[config.mk]
export PLATFORM = sky130hd
export DESIGN_NAME = streaming_top_k_select
export DESIGN_NICKNAME = d
export VERILOG_FILES = /design/src/rtl/stks_pkg.sv /design/src/rtl/stks_cell.sv /design/src/rtl/stks_drain.sv /design/src/rtl/streaming_top_k_select.sv
export SDC_FILE = /design/constraint.sdc
export NUM_CORES = 2
export LEC_CHECK = 0
export BUFFER_PORTS_ARGS = -buffer_cell sky130_fd_sc_hd__buf_2
export CORE_MARGIN = 2
export CORE_UTILIZATION = 47
export CTS_CLUSTER_SIZE = 20
export DETAILED_ROUTE_END_ITERATION = 8
export PLACE_DENSITY = 0.68
export SKIP_CTS_REPAIR_TIMING = 1
export SLEW_MARGIN = 30
export SYNTH_ARGS = -nofsm -noshare
export SYNTH_HDL_FRONTEND = slang
export SYNTH_SLANG_ARGS = --single-unit
[constraint.sdc]
create_clock -name clock -period 25.8 [get_ports clock]
set_input_delay 2.58 -clock clock [delete_from_list [all_inputs] [get_ports clock]]
set_output_delay 2.58 -clock clock [all_outputs]
set_load 0.05 [all_outputs]
[src/rtl/stks_pkg.sv]
// ----------------------------------------------------------------------------
// Streaming top-k selector package
// Word types and fixed field widths shared by the selector modules.
// ----------------------------------------------------------------------------
package stks_pkg;

   localparam int ScoreBits = 32;
   localparam int IndexBits = 24;
   localparam int KeepBits  = 5;
   localparam logic [KeepBits-1:0] KeepReset = 5'd16;

   // Input word: one score and its end-of-vector mark.
   typedef struct packed {
      logic signed [ScoreBits-1:0] score;
      logic                        last;
   } stks_req_type;

   // Result word: one kept entry of a finished vector.
   typedef struct packed {
      logic [IndexBits-1:0]        point_index;
      logic signed [ScoreBits-1:0] kept_score;
      logic                        final_flag;
   } stks_rsp_type;

   // One kept entry as it sits in a cell.
   typedef struct packed {
      logic signed [ScoreBits-1:0] score;
      logic [IndexBits-1:0]        index;
   } stks_entry_type;

   // Per-cell control from the top level.
   typedef struct packed {
      logic shift_en;   // a word is accepted this cycle
      logic active;     // cell lies below the current capacity
      logic valid;      // cell holds an entry of the current vector
   } stks_cell_ctrl_type;

endpackage

[src/rtl/stks_cell.sv]
// ----------------------------------------------------------------------------
// Top-k insertion cell
// Holds one ranked entry, compares it with the incoming score and either
// keeps it, takes the new entry, or takes its upper neighbor's entry.
// ----------------------------------------------------------------------------
module stks_cell (
   input  logic                        clock,
   input  stks_pkg::stks_cell_ctrl_type ctrl,
   input  stks_pkg::stks_entry_type    new_entry,
   input  logic                        greater_prev,
   input  stks_pkg::stks_entry_type    prev_entry,
   output logic                        greater_self,
   output stks_pkg::stks_entry_type    entry_out,
   output stks_pkg::stks_entry_type    entry_next
);

   stks_pkg::stks_entry_type entry_ff;
   stks_pkg::stks_entry_type entry_in;
   logic                     write_en;

   // An empty cell ranks below anything; equal scores keep the older entry.
   assign greater_self = !ctrl.valid ||
                         ($signed(new_entry.score) > $signed(entry_ff.score));

   always_comb begin
      if (greater_prev) begin
         entry_in = prev_entry;
      end else if (greater_self) begin
         entry_in = new_entry;
      end else begin
         entry_in = entry_ff;
      end
   end

   assign write_en   = ctrl.shift_en && ctrl.active;
   assign entry_next = write_en ? entry_in : entry_ff;
   assign entry_out  = entry_ff;

   always_ff @(posedge clock) begin
      if (write_en) begin
         entry_ff <= entry_in;
      end
   end

endmodule

[src/rtl/stks_drain.sv]
// ----------------------------------------------------------------------------
// Top-k result drain
// Loads a finished ranking in parallel and shifts it out one entry per
// accepted result word, head first.
// ----------------------------------------------------------------------------
module stks_drain #(
   parameter int MaxKeep = 16,
   parameter int CntW    = 5
) (
   input  logic                     clock,
   input  logic                     reset,
   input  logic                     load,
   input  logic [CntW-1:0]          load_count,
   input  stks_pkg::stks_entry_type load_data [MaxKeep],
   input  logic                     pop,
   output stks_pkg::stks_entry_type head,
   output logic [CntW-1:0]          count
);

   stks_pkg::stks_entry_type entry_ff [MaxKeep];
   logic [CntW-1:0]          count_ff;
   logic [CntW-1:0]          count_in;

   always_comb begin
      count_in = count_ff;
      if (load) begin
         count_in = load_count;
      end else if (pop) begin
         count_in = count_ff - CntW'(1);
      end
   end

   always_ff @(posedge clock) begin
      if (reset) begin
         count_ff <= '0;
      end else begin
         count_ff <= count_in;
      end
   end

   for (genvar i = 0; i < MaxKeep; i++) begin : g_slot
      if (i == MaxKeep - 1) begin : g_tail
         always_ff @(posedge clock) begin
            if (load) begin
               entry_ff[i] <= load_data[i];
            end
         end
      end else begin : g_body
         always_ff @(posedge clock) begin
            if (load) begin
               entry_ff[i] <= load_data[i];
            end else if (pop) begin
               entry_ff[i] <= entry_ff[i+1];
            end
         end
      end
   end

   assign head  = entry_ff[0];
   assign count = count_ff;

endmodule

[src/rtl/streaming_top_k_select.sv]
// ----------------------------------------------------------------------------
// Streaming top-k selector
// Keeps the keep_count largest scores of a vector and reports them, largest
// first, when the vector ends.
// ----------------------------------------------------------------------------
// The block takes one score word per clock cycle and numbers each score by its
// position in the vector, starting at zero. A row of MAX_KEEP cells holds the
// kept entries in descending order; every cell compares the incoming score
// with its own in the same cycle, so the row never stalls the input. A new
// score enters freely until keep_count entries are held; after that it must be
// strictly greater than the smallest kept score, and equal scores keep the
// earlier arrival ahead. On the word marked last, that score is ranked like
// any other and the whole ranking is copied into a drain register row, which
// then delivers one result word per cycle unless rsp_stall holds it (largest
// first, final_flag on the last of the run) while the next vector already
// streams into the cells. The only input stall is a last word that arrives
// while the previous run still has words to deliver, unless its final word is
// taken in that same cycle; it waits until the drain can take the new ranking.
// keep_count is written through the csr_ port; the user must write it only
// while the block is idle; the block itself does not enforce this. Zero
// acts as one and values above MAX_KEEP act as MAX_KEEP. Positions wrap at 2^24.
// ----------------------------------------------------------------------------
module streaming_top_k_select #(
   parameter int MAX_KEEP = 16
) (
   input  logic                                   clock,
   input  logic                                   reset,
   input  logic                                   req_valid,
   output logic                                   req_stall,
   input  stks_pkg::stks_req_type                 req_word,
   output logic                                   rsp_valid,
   input  logic                                   rsp_stall,
   output stks_pkg::stks_rsp_type                 rsp_word,
   input  logic                                   csr_write_en,
   input  logic [stks_pkg::KeepBits-1:0]          csr_write_data
);

   localparam int CntW = $clog2(MAX_KEEP + 1);
   localparam int CmpW = (CntW > stks_pkg::KeepBits) ? CntW : stks_pkg::KeepBits;

   // Configuration register.
   logic [stks_pkg::KeepBits-1:0] keep_count_ff;

   always_ff @(posedge clock) begin
      if (reset) begin
         keep_count_ff <= stks_pkg::KeepReset;
      end else if (csr_write_en) begin
         keep_count_ff <= csr_write_data;
      end
   end

   // Effective capacity: keep_count clamped to the range one to MAX_KEEP.
   logic [CmpW-1:0] keep_wide;
   logic [CmpW-1:0] cap_wide;
   logic [CntW-1:0] cap;

   assign keep_wide = CmpW'(keep_count_ff);

   always_comb begin
      if (keep_wide == '0) begin
         cap_wide = CmpW'(1);
      end else if (keep_wide > CmpW'(MAX_KEEP)) begin
         cap_wide = CmpW'(MAX_KEEP);
      end else begin
         cap_wide = keep_wide;
      end
   end

   assign cap = cap_wide[CntW-1:0];

   // Fill level and position counter of the vector in progress.
   logic [CntW-1:0]                fill_ff;
   logic [CntW-1:0]                fill_in;
   logic [CntW-1:0]                fill_eff;
   logic [CntW-1:0]                fill_next;
   logic [stks_pkg::IndexBits-1:0] position_ff;
   logic [stks_pkg::IndexBits-1:0] position_in;
   logic                           req_accept;
   logic                           drain_load;
   logic                           drain_ready;
   logic                           rsp_accept;
   logic [CntW-1:0]                drain_count;

   // A lowered keep_count trims the held list to the new capacity.
   assign fill_eff  = (fill_ff > cap) ? cap : fill_ff;
   assign fill_next = (fill_eff < cap) ? (fill_eff + CntW'(1)) : fill_eff;

   assign rsp_accept  = rsp_valid && !rsp_stall;
   assign drain_ready = (drain_count == '0) ||
                        ((drain_count == CntW'(1)) && !rsp_stall);
   assign req_stall   = req_word.last && !drain_ready;
   assign req_accept  = req_valid && !req_stall;
   assign drain_load  = req_accept && req_word.last;

   always_comb begin
      fill_in     = fill_ff;
      position_in = position_ff;
      if (req_accept) begin
         if (req_word.last) begin
            fill_in     = '0;
            position_in = '0;
         end else begin
            fill_in     = fill_next;
            position_in = position_ff + stks_pkg::IndexBits'(1);
         end
      end
   end

   always_ff @(posedge clock) begin
      if (reset) begin
         fill_ff     <= '0;
         position_ff <= '0;
      end else begin
         fill_ff     <= fill_in;
         position_ff <= position_in;
      end
   end

   // Row of insertion cells, highest score at cell zero.
   stks_pkg::stks_entry_type new_entry;
   stks_pkg::stks_entry_type cell_entry [MAX_KEEP];
   stks_pkg::stks_entry_type cell_next  [MAX_KEEP];
   logic [MAX_KEEP-1:0]      cell_greater;

   assign new_entry.score = req_word.score;
   assign new_entry.index = position_ff;

   for (genvar i = 0; i < MAX_KEEP; i++) begin : g_cell
      stks_pkg::stks_cell_ctrl_type ctrl;
      logic                         greater_prev;
      stks_pkg::stks_entry_type     prev_entry;

      assign ctrl.shift_en = req_accept;
      assign ctrl.active   = CntW'(i) < cap;
      assign ctrl.valid    = CntW'(i) < fill_eff;

      if (i == 0) begin : g_head
         assign greater_prev = 1'b0;
         assign prev_entry   = new_entry;
      end else begin : g_link
         assign greater_prev = cell_greater[i-1];
         assign prev_entry   = cell_entry[i-1];
      end

      stks_cell u_cell (
         .clock        (clock),
         .ctrl         (ctrl),
         .new_entry    (new_entry),
         .greater_prev (greater_prev),
         .prev_entry   (prev_entry),
         .greater_self (cell_greater[i]),
         .entry_out    (cell_entry[i]),
         .entry_next   (cell_next[i])
      );
   end

   // Result drain: loaded with the ranking as it stands after the last word.
   stks_pkg::stks_entry_type drain_head;

   stks_drain #(
      .MaxKeep (MAX_KEEP),
      .CntW    (CntW)
   ) u_drain (
      .clock      (clock),
      .reset      (reset),
      .load       (drain_load),
      .load_count (fill_next),
      .load_data  (cell_next),
      .pop        (rsp_accept),
      .head       (drain_head),
      .count      (drain_count)
   );

   assign rsp_valid            = drain_count != '0;
   assign rsp_word.point_index = drain_head.index;
   assign rsp_word.kept_score  = drain_head.score;
   assign rsp_word.final_flag  = drain_count == CntW'(1);

endmodule

---- After elaboration in Yosys (flattened, before gate mapping) ----
Memories as Yosys holds them, arrays and structs flattened.
Cells that the tools add are included.
word-level totals
  logic and storage cells ................. 243
  register bits after elaboration ......... 935
  input bits .............................. 43
  bits in writable memories ............... 896
  output and inout bits ................... 59
  memories ................................ 1
cells by class
  reduce and logical (&&, ||, !) cells .... 61
  bitwise gates (word level) .............. 15
  order comparisons ....................... 51
  mux-type cells .......................... 75
  $add $sub $neg .......................... 3
  eq/ne operators ......................... 1
memories
  memory            depth  width  read ports  clocked after memory_dff  wr ports  RTL line          RTL
  u_drain.entry_ff  16     56     16          0                         16        stks_drain.sv:20  stks_pkg::stks_entry_type entry_ff [MaxKeep];
operator list
  kind                   count
  $mux 56                62
  $gt 32x32->1           16
  $lt 4x5->1 const A     16
  $lt 3x5->1 const A     8
  $mux 5                 7
  $add 24x1->24 const B  1
  $mux 24                1
  $logic_and 1x1->1      21
  $lt 1x5->1 const A     4
  $lt 2x5->1 const A     4
  $logic_not 1->1        19
  $logic_or 1x1->1       17
  $or 1x1->1             15
  $logic_not 5->1        2
  $add 5x1->5 const B    1
  $eq 5x1->1 const B     1
  $gt 5x5->1             1
  $gt 5x5->1 const B     1
  $lt 5x5->1             1
  $mux 1                 5
  $reduce_bool 5->1      1
  $sub 5x1->5 const B    1
  $reduce_bool 2->1      1

---- Logic depth before layout (Yosys ltp) ----
  depth after elaboration ................. 12
  gate-level depth with buffers ........... 20
  depth with buffers taken out ............ 16

---- Cells and area by module ----
From an unflattened synthesis, not the netlist that was laid out.
second synthesis, totals
  cells, all modules ...................... 7394
  area total of the unflattened synthesis .. 93961.4 um^2
modules (own cells, without submodules)
  module                  cells each  area an instance (um^2)  sequential area each (um^2)  times used
  stks_cell               324         3214.3                   1121.1                       16
  stks_drain              1918        40191.0                  27005.9                      1
  streaming_top_k_select  292         2341.0                   680.7                        1

---- Least setup slack after synthesis ----
No wires, ideal clock.
  path kind ............................... input to register
  start point ............................. in rsp_stall
  end point ............................... mem u_drain.entry_ff[0][0] (netlist bit) (enable)
  slack ................................... 1.645 ns
  data arrival time ....................... 22.790 ns
  stages .................................. 2
  data required time ...................... 24.435 ns
  setup time .............................. 1.365 ns
  path buffers ............................ 0
  cell sequence ........................... a21oi_1 -> nand2b_1
RTL lines
  element      RTL line                      RTL
  from (decl)  streaming_top_k_select.sv:32  input logic rsp_stall,
  to (decl)    stks_drain.sv:20

==> results_dict.tcl <==
set metrics [dict create \
    status "complete, no violations" \
    whs_path_depth 2 \
    critPathSlowestCell "a2111oi_1" \
    cts_tree "built" \
    htree_levels 4 \
    finalMaxSlewViolations 0 \
    drv_cap 0 \
    arrival_ns 8.26 \
    drt_first_pass_iters 6 \
    area_growth_pct 9.22 \
    hold_violations 0 \
    path_clk_slew_ns 0.06 \
    yosysSeqAreaShare_pct 46.2 \
    path_cells "buf_2 > buf_4 > ha_1 > a21oi_1 > o21ai_0 > a2111oi_1 > a21oi_1 > o311a_1 > a211oi_4 > buf_4 > buf_4 > and2_2 > buf_4 > nor2_4 > buf_4 > a2bb2oi_1" \
    numCtsBuffers 197 \
    critPathKind "in -> reg" \
    initial_utilization_pct 47.2 \
    antenna_left 0 \
    clockRootBuffer "clkbuf_16" \
    critPathCaptureType "flop" \
    crit_required_ns 26.48 \
    grt_max_degree 205 \
    cp_max_fo 62 \
    r2r_cells 17 \
    holdWs_ns 0.477 \
    startpoint_type "input port" \
    synth_ff_type "dfxtp_1" \
    drive_gt1_share_pct 9.85 \
    synth_edf_count 896 \
    dp.cells 12701 \
    synthCells 10550 \
    routed_wl_um 297000 \
    vdd_ir_drop_max_mv 0.103 \
    setup_violations 0 \
    crit_top_cell "buf_4" \
    core_area_mm2 0.209 \
    timing.final.crit_share_pct 29.4 \
    grtUsageTotal_pct 26.6 \
    avgSynthCellArea_um2 9.36 \
    ys_warn_count 0 \
    p_leak_nw 42.0 \
    critPathMaxStageDelay_ns 0.84 \
    finalNonFillerCells 13079 \
    async_reset_ff_share_pct 0 \
    clk_latency_ns 0.86 \
    fin_util_pct 51.6 \
    min_path_type "reg -> reg" \
    portBuffers 101 \
    setup_tns_ns 0 \
    cp_top_family "buffers and inverters" \
    vias 83660 \
    synth.distinct_cells 78 \
    die-area_mm2 0.214 \
    dieWidth_um 462 \
    slew_headroom_pct 28.2 \
    cp.depth 16 \
    grt_antenna_before_repair 7 \
    drc 0 \
    wl_per_cell_um 22.7 \
    grt_pass1_vias 81531 \
    clock-skew-final_ns 0.0310 \
    cts_sinks 1831 \
    syn_nets 11118 \
    grt_overflow_total 0 \
    worst_slew_pin_slew_ns 1.07 \
    critPathBufInv 6 \
    ys_seq_elements 1831 \
    netlist_area_mm2 0.0988 \
    vias_per_cell 6.40 \
    clockBufferDepth 3 \
    ios 102 \
    min_period_ns 7.58 \
    place_congestion 0.893 \
    rsz0062_at_grt "no" \
    grt_pass1_wl_um 467000 \
    max_freq_mhz 132 \
    die_h_um 462 \
    dp_hpwl_um 198000 \
    first_iter_violations 8997 \
    power.total_mw 15.9 \
    std_cell_rows 168 \
    final_nets 10664 \
    power_density_mw_per_mm2 147 \
]
worst register-to-register path: stages, from the launching register on:
cell and delay, ns:
dfxtp_1 0.68, nor2b_1 0.21, buf_4 0.25, inv_1 0.17, ha_1 0.35, nor2b_1 0.16, o21a_1 0.19, o21ai_1 0.38
mux2i_2 0.83, a21oi_1 0.35, nor4_2 0.33, buf_4 0.45, buf_4 0.59, nand2b_2 0.28, buf_4 0.53, nor2_4 0.07
buf_4 0.33, a221o_1 0.47
layer usage:
metal / vias to the layer above / global-route usage [%] / part of all wire, %
met2: 3839 / 42.2 / 45
met4: 6 / 9.06 / 2.9
met3: 509 / 4.25 / 8.5
met1: 40551 / 36.8 / 44
li1: 38755 / - / -
met5: - / 0 / 0.012
stage by stage:
step | cell area (um^2) | setup slack (ns)
2_1_floorplan | 98800 | 1.65
3_3_place_gp | 101000 | 17.33
3_5_place_dp | 101000 | 17.42
4_1_cts | 108000 | 18.31
5_1_grt | 108000 | 18.09
6_report | 108000 | 18.22
logic make-up after synthesis:
logic type / Yosys count / share of synthesized area, %
and+or+nand+nor: 2849 / 13.0
muxes: 352 / 3.90
DFF: 1831 / 46.2
buffers and inverters: 1526 / 6.00
xor gates and xnor gates: 28 / 0.248
AOI/OAI and AO/OA: 3439 / 24.0
adders and majority gates: 525 / 6.65
cell usage in the layout, fill, tap and decap left out, drive strengths merged, types with 65 or more instances in the layout:
| cell type | count |
|---|---|
| a22o | 97 |
| or3 | 70 |
| buf | 317 |
| a21oi | 910 |
| clkbuf | 294 |
| o21a | 73 |
| nand2 | 828 |
| mux2i | 86 |
| a21o | 69 |
| mux2 | 266 |
| a2bb2oi | 225 |
| inv | 566 |
| a211oi | 126 |
| dfxtp | 935 |
| nand4 | 184 |
| ha | 525 |
| nor2 | 960 |
| o22ai | 503 |
| o31ai | 186 |
| and2 | 65 |
| nor3 | 232 |
| a221o | 191 |
| edfxtp | 896 |
| o21ai | 348 |
| o221ai | 227 |
| nand3 | 278 |
where the power goes:
group	internal [mW]	leakage, nW	switching [mW]
clock	1.66	3.19	1.22
combinational	2.73	22.4	4.31
sequential	5.07	16.4	0.907
total	9.46	42.0	6.44
registers in the layout, summed over array words and instances (netlist names):
name / flops
u_drain.entry_ff: 896
position_ff: 24
g_cell.u_cell.entry_out: 896
u_drain.count: 5
fill_ff: 5
keep_count_ff: 5
worst paths after layout:
| kind | start | to | slack (ns) |
|---|---|---|---|
| max | req_word[32] | g_cell[6].u_cell.entry_out[42] | 18.22 |
| min | g_cell[13].u_cell.entry_out[11] | g_cell[13].u_cell.entry_out[11] | 0.48 |
| max reg2reg | keep_count_ff[1] | u_drain.entry_ff[4][42] | 18.95 |
| min reg2reg | g_cell[13].u_cell.entry_out[11] | g_cell[13].u_cell.entry_out[11] | 0.48 |
synthesized netlist by cell type (37+ instances only):
library cell	count	area share, %
or3_1	70	0.44
edfxtp_1	896	27
a211oi_1	125	0.95
nor3_1	231	1.2
a21boi_0	37	0.28
a21oi_1	910	4.6
a22o_1	97	0.86
inv_1	556	2.1
nand3_1	278	1.4
a2bb2oi_1	225	2.0
a31oi_1	37	0.23
a22oi_1	60	0.46
mux2i_1	86	0.87
ha_1	525	6.6
clkbuf_1	769	2.9
nand2_1	828	3.1
and3_1	64	0.41
a221oi_1	40	0.35
a221o_1	191	1.9
mux2_2	266	3.0
o22ai_1	503	3.2
o31ai_1	186	1.4
buf_1	84	0.32
o21ai_0	340	1.7
nor2b_1	58	0.37
nand4_1	184	1.2
o31a_1	37	0.33
o221ai_1	226	2.0
o32a_1	57	0.58
buf_2	100	0.51
nor2_1	960	3.6
o21a_1	73	0.55
dfxtp_1	935	19
and2_1	64	0.41
a21o_1	69	0.52
area by class of cell:
type / instances / area, um^2
clock buffer: 294 / 5690
antenna: 5 / 12.5
tap: 2805 / 3510
sequential: 1831 / 45600
timing repair buffer: 317 / 2240
multi-input combinational: 7193 / 47900
fill: 18619 / 101000
clock inverter: 78 / 787
inverter: 556 / 2090
Note: power is estimated with default switching activity, not from simulation.
